<file path="src/design/tpc_pkg.sv">
// shared types, constants and symbol mapping for the trie prefix counter
package tpc_pkg;

    localparam int NODE_COUNT    = 16384;
    localparam int ALPHABET_SIZE = 64;
    localparam int COUNT_BITS    = 24;
    localparam int NODE_BITS     = $clog2(NODE_COUNT);
    localparam int SYM_BITS      = $clog2(ALPHABET_SIZE);
    localparam int SLOT_BITS     = NODE_BITS + SYM_BITS;

    localparam logic [NODE_BITS-1:0]  NODE_ROOT = '0;
    localparam logic [NODE_BITS-1:0]  NODE_LAST = NODE_BITS'(NODE_COUNT - 1);
    localparam logic [COUNT_BITS-1:0] COUNT_MAX = '1;

    typedef enum logic [1:0] {
        REQ_INSERT = 2'd0,
        REQ_QUERY  = 2'd1,
        REQ_CLEAR  = 2'd2
    } t_req;

    typedef struct packed {
        t_req       req_type;
        logic [7:0] char_byte;
        logic       word_start;
        logic       word_end;
        logic       empty_word;
    } t_in_item;

    typedef struct packed {
        logic [COUNT_BITS-1:0] prefix_count;
        logic                  overflow_seen;
    } t_out_item;

    // one node table entry: owner tag plus pass count
    typedef struct packed {
        logic [NODE_BITS-1:0]  parent;
        logic [SYM_BITS-1:0]   sym;
        logic [COUNT_BITS-1:0] cnt;
    } t_node_entry;

    typedef enum logic [2:0] {
        S_IDLE,
        S_DECODE,
        S_CHILD,
        S_NODE,
        S_EVAL,
        S_RES_RD,
        S_RES_OUT
    } t_state;

    typedef struct packed {
        logic load_item;
        logic decode;
        logic node_rd_cand;
        logic eval;
        logic load_out;
    } t_dp_cmd;

    typedef struct packed {
        t_req req;
        logic walk;
        logic result_due;
        logic out_free;
    } t_dp_status;

    function automatic logic [SYM_BITS-1:0] map_symbol(input logic [7:0] b);
        logic [7:0] s;
        s = 8'd0;
        if (b >= 8'h30 && b <= 8'h39) begin
            s = b - 8'h30;
        end else if (b >= 8'h61 && b <= 8'h7a) begin
            s = b - 8'h61 + 8'd10;
        end else if (b >= 8'h41 && b <= 8'h5a) begin
            s = b - 8'h41 + 8'd36;
        end
        return SYM_BITS'(s % ALPHABET_SIZE);
    endfunction

endpackage

</file>
<file path="src/design/tpc_ctrl.sv">
// sequencer for the trie prefix counter: one beat at a time through the walk
module tpc_ctrl import tpc_pkg::*; (
    input  logic       i_clk,
    input  logic       i_rst_n,
    input  logic       i_in_valid,
    output logic       o_in_ready,
    input  t_dp_status i_status,
    output t_dp_cmd    o_cmd
);

    t_state r_state;
    t_state n_state;

    always_ff @(posedge i_clk) begin
        if (!i_rst_n) begin
            r_state <= S_IDLE;
        end else begin
            r_state <= n_state;
        end
    end

    // next state
    always_comb begin
        n_state = r_state;
        unique case (r_state)
            S_IDLE: begin
                if (i_in_valid) begin
                    n_state = S_DECODE;
                end
            end
            S_DECODE: begin
                case (i_status.req) inside
                    REQ_INSERT, REQ_QUERY: begin
                        if (i_status.walk) begin
                            n_state = S_CHILD;
                        end else if (i_status.result_due) begin
                            n_state = S_RES_RD;
                        end else begin
                            n_state = S_IDLE;
                        end
                    end
                    default: n_state = S_IDLE;
                endcase
            end
            S_CHILD:  n_state = S_NODE;
            S_NODE:   n_state = S_EVAL;
            S_EVAL: begin
                if (i_status.result_due) begin
                    n_state = S_RES_RD;
                end else begin
                    n_state = S_IDLE;
                end
            end
            S_RES_RD: n_state = S_RES_OUT;
            S_RES_OUT: begin
                if (i_status.out_free) begin
                    n_state = S_IDLE;
                end
            end
            default:  n_state = S_IDLE;
        endcase
    end

    // outputs
    always_comb begin
        o_in_ready = 1'b0;
        o_cmd      = '0;
        unique case (r_state)
            S_IDLE: begin
                o_in_ready      = 1'b1;
                o_cmd.load_item = i_in_valid;
            end
            S_DECODE:  o_cmd.decode       = 1'b1;
            S_CHILD:   o_cmd              = '0;
            S_NODE:    o_cmd.node_rd_cand = 1'b1;
            S_EVAL:    o_cmd.eval         = 1'b1;
            S_RES_RD:  o_cmd              = '0;
            S_RES_OUT: o_cmd.load_out     = i_status.out_free;
            default:   o_cmd              = '0;
        endcase
    end

endmodule

</file>
<file path="config.mk">
export PLATFORM = sky130hd
export DESIGN_NAME = tpc_ctrl
export DESIGN_NICKNAME = d
export VERILOG_FILES = /design/src/design/tpc_pkg.sv /design/src/design/tpc_ctrl.sv
export SDC_FILE = /design/constraint.sdc
export NUM_CORES = 1
export LEC_CHECK = 0
export ABC_AREA = 1
export BUFFER_PORTS_ARGS = -buffer_cell sky130_fd_sc_hd__buf_2
export CORE_AREA = 2 2 39 41
export CTS_CLUSTER_SIZE = 28
export DETAILED_ROUTE_END_ITERATION = 12
export DIE_AREA = 0 0 41 43
export PLACE_DENSITY = 0.42
export SYNTH_ARGS = -nofsm -noshare
export SYNTH_HDL_FRONTEND = slang
export SYNTH_SLANG_ARGS = --single-unit
</file>
<file path="constraint.sdc">
create_clock -name i_clk -period 1.8 [get_ports i_clk]
set_input_delay 0.18 -clock i_clk [delete_from_list [all_inputs] [get_ports i_clk]]
set_output_delay 0.18 -clock i_clk [all_outputs]
set_load 0.1 [all_outputs]
</file>
Word-level counts from Yosys, hierarchy flattened. Cells that the tools add are included.

Flip-flop bits (word level): 3. Bits of input ports: 8. Output and inout bits: 6.

Equality and inequality tests: 9. Multiplexer cells: 12. Reduce and logical (&&, ||, !) cells: 4.

Operators with widths (count): 3-bit one-hot mux with 7 select lines (1); 3-bit 2-to-1 mux (5); 3-bit == test (second input constant) (3); 3-bit by 2-bit == test with 1-bit output (second input constant) (2); 1-bit 2-to-1 mux (6); 2-bit != test (second input constant) (2); 3-bit by 1-bit == test with 1-bit output (second input constant) (1); 3-bit logical NOT (1); 2-bit by 1-bit == test with 1-bit output (second input constant) (1); 2-bit logical NOT (1); 2-bit AND reduction (1); 2-bit OR reduction (1).

Depth between registers and ports, before layout.
Word-level depth: 4. Depth in mapped cells: 7.

Worst setup path before layout. Ideal clock, no wire load.

Path type: reg2out. Start point: reg r_state[2]. End point: out o_cmd[0] (netlist bit). Arrival: 3383 ps. Path slack: -1763 ps. Data required time: 1620 ps. Stages on the path, launching flop included: 3. Cells stage by stage: dfxtp_1 inv_1 nor4_1.

RTL lines: start, declared (line tpc_ctrl.sv:11) `t_state r_state;`; start signal, assigned (line tpc_ctrl.sv:18) `r_state <= n_state;`; end, declared (line tpc_ctrl.sv:8) `output t_dp_cmd o_cmd`.

==> run metrics <==
average wire per standard cell 7.45 um; routability-driven placement congestion ratio 0.651; Synthesized Nets 56; relative slew slack 0.678; flip-flop count of the largest register after layout 3; timing startpoint of the critical path r_state[1]; DR vias/cell between 3 and 4; critical-path cell list inv_2, nor4_4, buf_2; wire length of the first global-routing pass about 970 um; Final Slew Violations 0; total die area 1760 um^2; R2R Setup Slk 0.67 ns; mean instance size in the synthesized netlist 5.19 um^2; die span in y 43 um; via count of the first global-routing pass 247; length of the first detailed-routing pass in iterations 4; worst skew pair latency roughly 0.23 ns; final routed DRC violation total 0; data arrival time of the critical path 1.50 ns; number of placement rows 14; grt total ovfl 0; endpoints failing hold 0; Most flops, register r_state; overall fraction of global-route tracks in use 0.0823; Setup-failing EPs final 0; setup repair after global routing missed its margin false; number of cells on the worst reg-to-reg path 7; Synth warnings 0; hold_sp i_rst_n; sequential cell area approximately 60 um^2; total length of routed wires 596 um; type of origin of the critical path flip-flop; Final HPWL DP 505 um; Power per Cell Area 908 nW/um^2; Max-Cap Viols 0; number of buffer cells added on primary ports 12; number of fill cells in the layout ~170; setup tns final 0 ns; cts-stage hold buffer count 0; post-route fraction of the period consumed by the critical path 0.934; largest registers r_state: 3 flops; category of the worst setup path capture point output pin; post-synthesis register bit count 3; Clock Sinks 3; clock-pin slew reported for the worst setup and hold paths after clock tree synthesis 0.04 ns; commonest cells after routing, fill and taps aside 12 x sky130_fd_sc_hd__inv_1, 12 x sky130_fd_sc_hd__nand2_1, 12 x sky130_fd_sc_hd__buf_2; Worst Setup Slack, final between 0.1 and 0.15 ns; post-synthesis sequential area ratio 0.241; startpoint of the lowest-slack register-to-register path r_state[1]; FMAX between 500 and 600 MHz; total clock buffers created by CTS 3; Critical Path Fanout Max 7; x dimension of the die 41 um; antenna violations before repair 0; crit path time final 1.68 ns; share of cells above drive strength 1 0.344; biggest area consumer among synthesized cells sky130_fd_sc_hd__dfxtp_1; portion of synthesized cell area occupied by the leading cell type 0.241; Worst path depth 3; cell count after synthesis 48; Fin Clk Skew ~0.0037 ns; area overhead of the layout relative to synthesis 53.8%; static leakage 0.000246 uW; top cells by area, synth sky130_fd_sc_hd__dfxtp_1 24%, sky130_fd_sc_hd__inv_1 18%, sky130_fd_sc_hd__nand2_1 18%; post-CTS setup buffer count 0; number of top-level pins 14; pin count of the biggest net entering global routing 8; multi-input combinational cell area 168 um^2; worst setup slack after placement between 0.3 and 0.4 ns; vias about 320; Hold WC Path Type input port to flip-flop; worst hold slack after final layout 0.168 ns; clock root buffer sky130_fd_sc_hd__clkbuf_4; number of routed nets with antenna violations 0; NumNets Final 73; Worst path top cell family by delay buffers and inverters; Crit-path slowest cell sky130_fd_sc_hd__dfxtp_1; Post-Synthesis Cell Area around 250 um^2; clock tree from TritonCTS done; Data required, critical path between 1.5 and 2 ns; outcome finished clean; number of H-tree levels 1; Slew @ Worst Pin 0.486 ns; violation count after the first detailed-routing iteration 4; library cells used by synthesis 11; post-cts sizing count 0; delay of the slowest cell on the worst path 0.49 ns; sum of buffers and inverters on the critical path 2; maximum vdd ir drop 231 uV; Total Power Consumption 348 uW; count of inserted antenna diode cells 0; worst setup path class flip-flop to output pin; critical path endpoint o_cmd[0]; floorplan core area 1380 um^2; Max clock buf depth 2; endpoint of the worst-slack reg-to-reg timing path r_state[0]; effective utilization at floorplan 0.180
==> Yosys cell counts <==
library cell               n
sky130_fd_sc_hd__inv_1    12
sky130_fd_sc_hd__nor4_1    1
sky130_fd_sc_hd__nor2_1    7
sky130_fd_sc_hd__nor3_1    2
sky130_fd_sc_hd__nand2_2   1
sky130_fd_sc_hd__nand3_1   7
sky130_fd_sc_hd__o21ai_0   1
sky130_fd_sc_hd__nand2_1  12
sky130_fd_sc_hd__nor2_2    1
sky130_fd_sc_hd__inv_2     1
sky130_fd_sc_hd__dfxtp_1   3
==> kinds of logic after synthesis <==
family | count (synthesis) | share of synthesized area
simple gates | 31 | 0.543
buf+inv | 13 | 0.196
flops | 3 | 0.241
compound gates | 1 | 0.0201
==> stage by stage <==
step | util | instances | cell area [um^2]
after floorplan | - | 48 | 277
after global placement | 0.258 | 76 | 357
after detailed placement | 0.258 | 76 | 357
after CTS | 0.277 | 80 | 383
after global routing | 0.277 | 80 | 383
final | 0.277 | 80 | 383
==> report_power, final <==
part	leakage [uW]	internal (uW)	switching, uW	total, uW
clock	0.0000150	83.0	33.6	117
combinational	0.000206	29.2	118	148
sequential	0.0000245	71.9	11.5	83.4
total	0.000246	184	164	348
==> worst min-delay path by stage <==
stage / slack (ns) / cells past startpoint / endpoint
6_report: 0.17 / 3 / r_state[1]
5_1_grt: 0.17 / 3 / r_state[2]
4_1_cts: 0.16 / 3 / r_state[1]
3_5_place_dp: 0.40 / 3 / r_state[1]
3_3_place_gp: 0.40 / 3 / r_state[2]
2_1_floorplan: 0.28 / 2 / r_state[1]
==> metal layers <==
layer / vias to the layer above / track usage / share of wire
li1: 175 / - / -
met1: 132 / 0.109 / 0.48
met2: 10 / 0.103 / 0.43
met3: 0 / 0.0314 / 0.084
met4: 0 / 0.0600 / 0
met5: - / 0 / 0
==> area by class of cell <==
| class | instances | area share |
|---|---|---|
| inverters | 13 | 0.127 |
| well taps | 16 | 0.0523 |
| repair buffers | 12 | 0.157 |
| clock buffers | 4 | 0.0686 |
| flip-flops and latches | 3 | 0.157 |
| multi-input cells | 32 | 0.438 |
==> tightest hold or removal path, stage by stage <==
cell and delay (ns):
sky130_fd_sc_hd__buf_2 0.10, sky130_fd_sc_hd__nand2_1 0.05, sky130_fd_sc_hd__inv_1 0.04
Note: power is estimated with default switching activity, not from simulation.
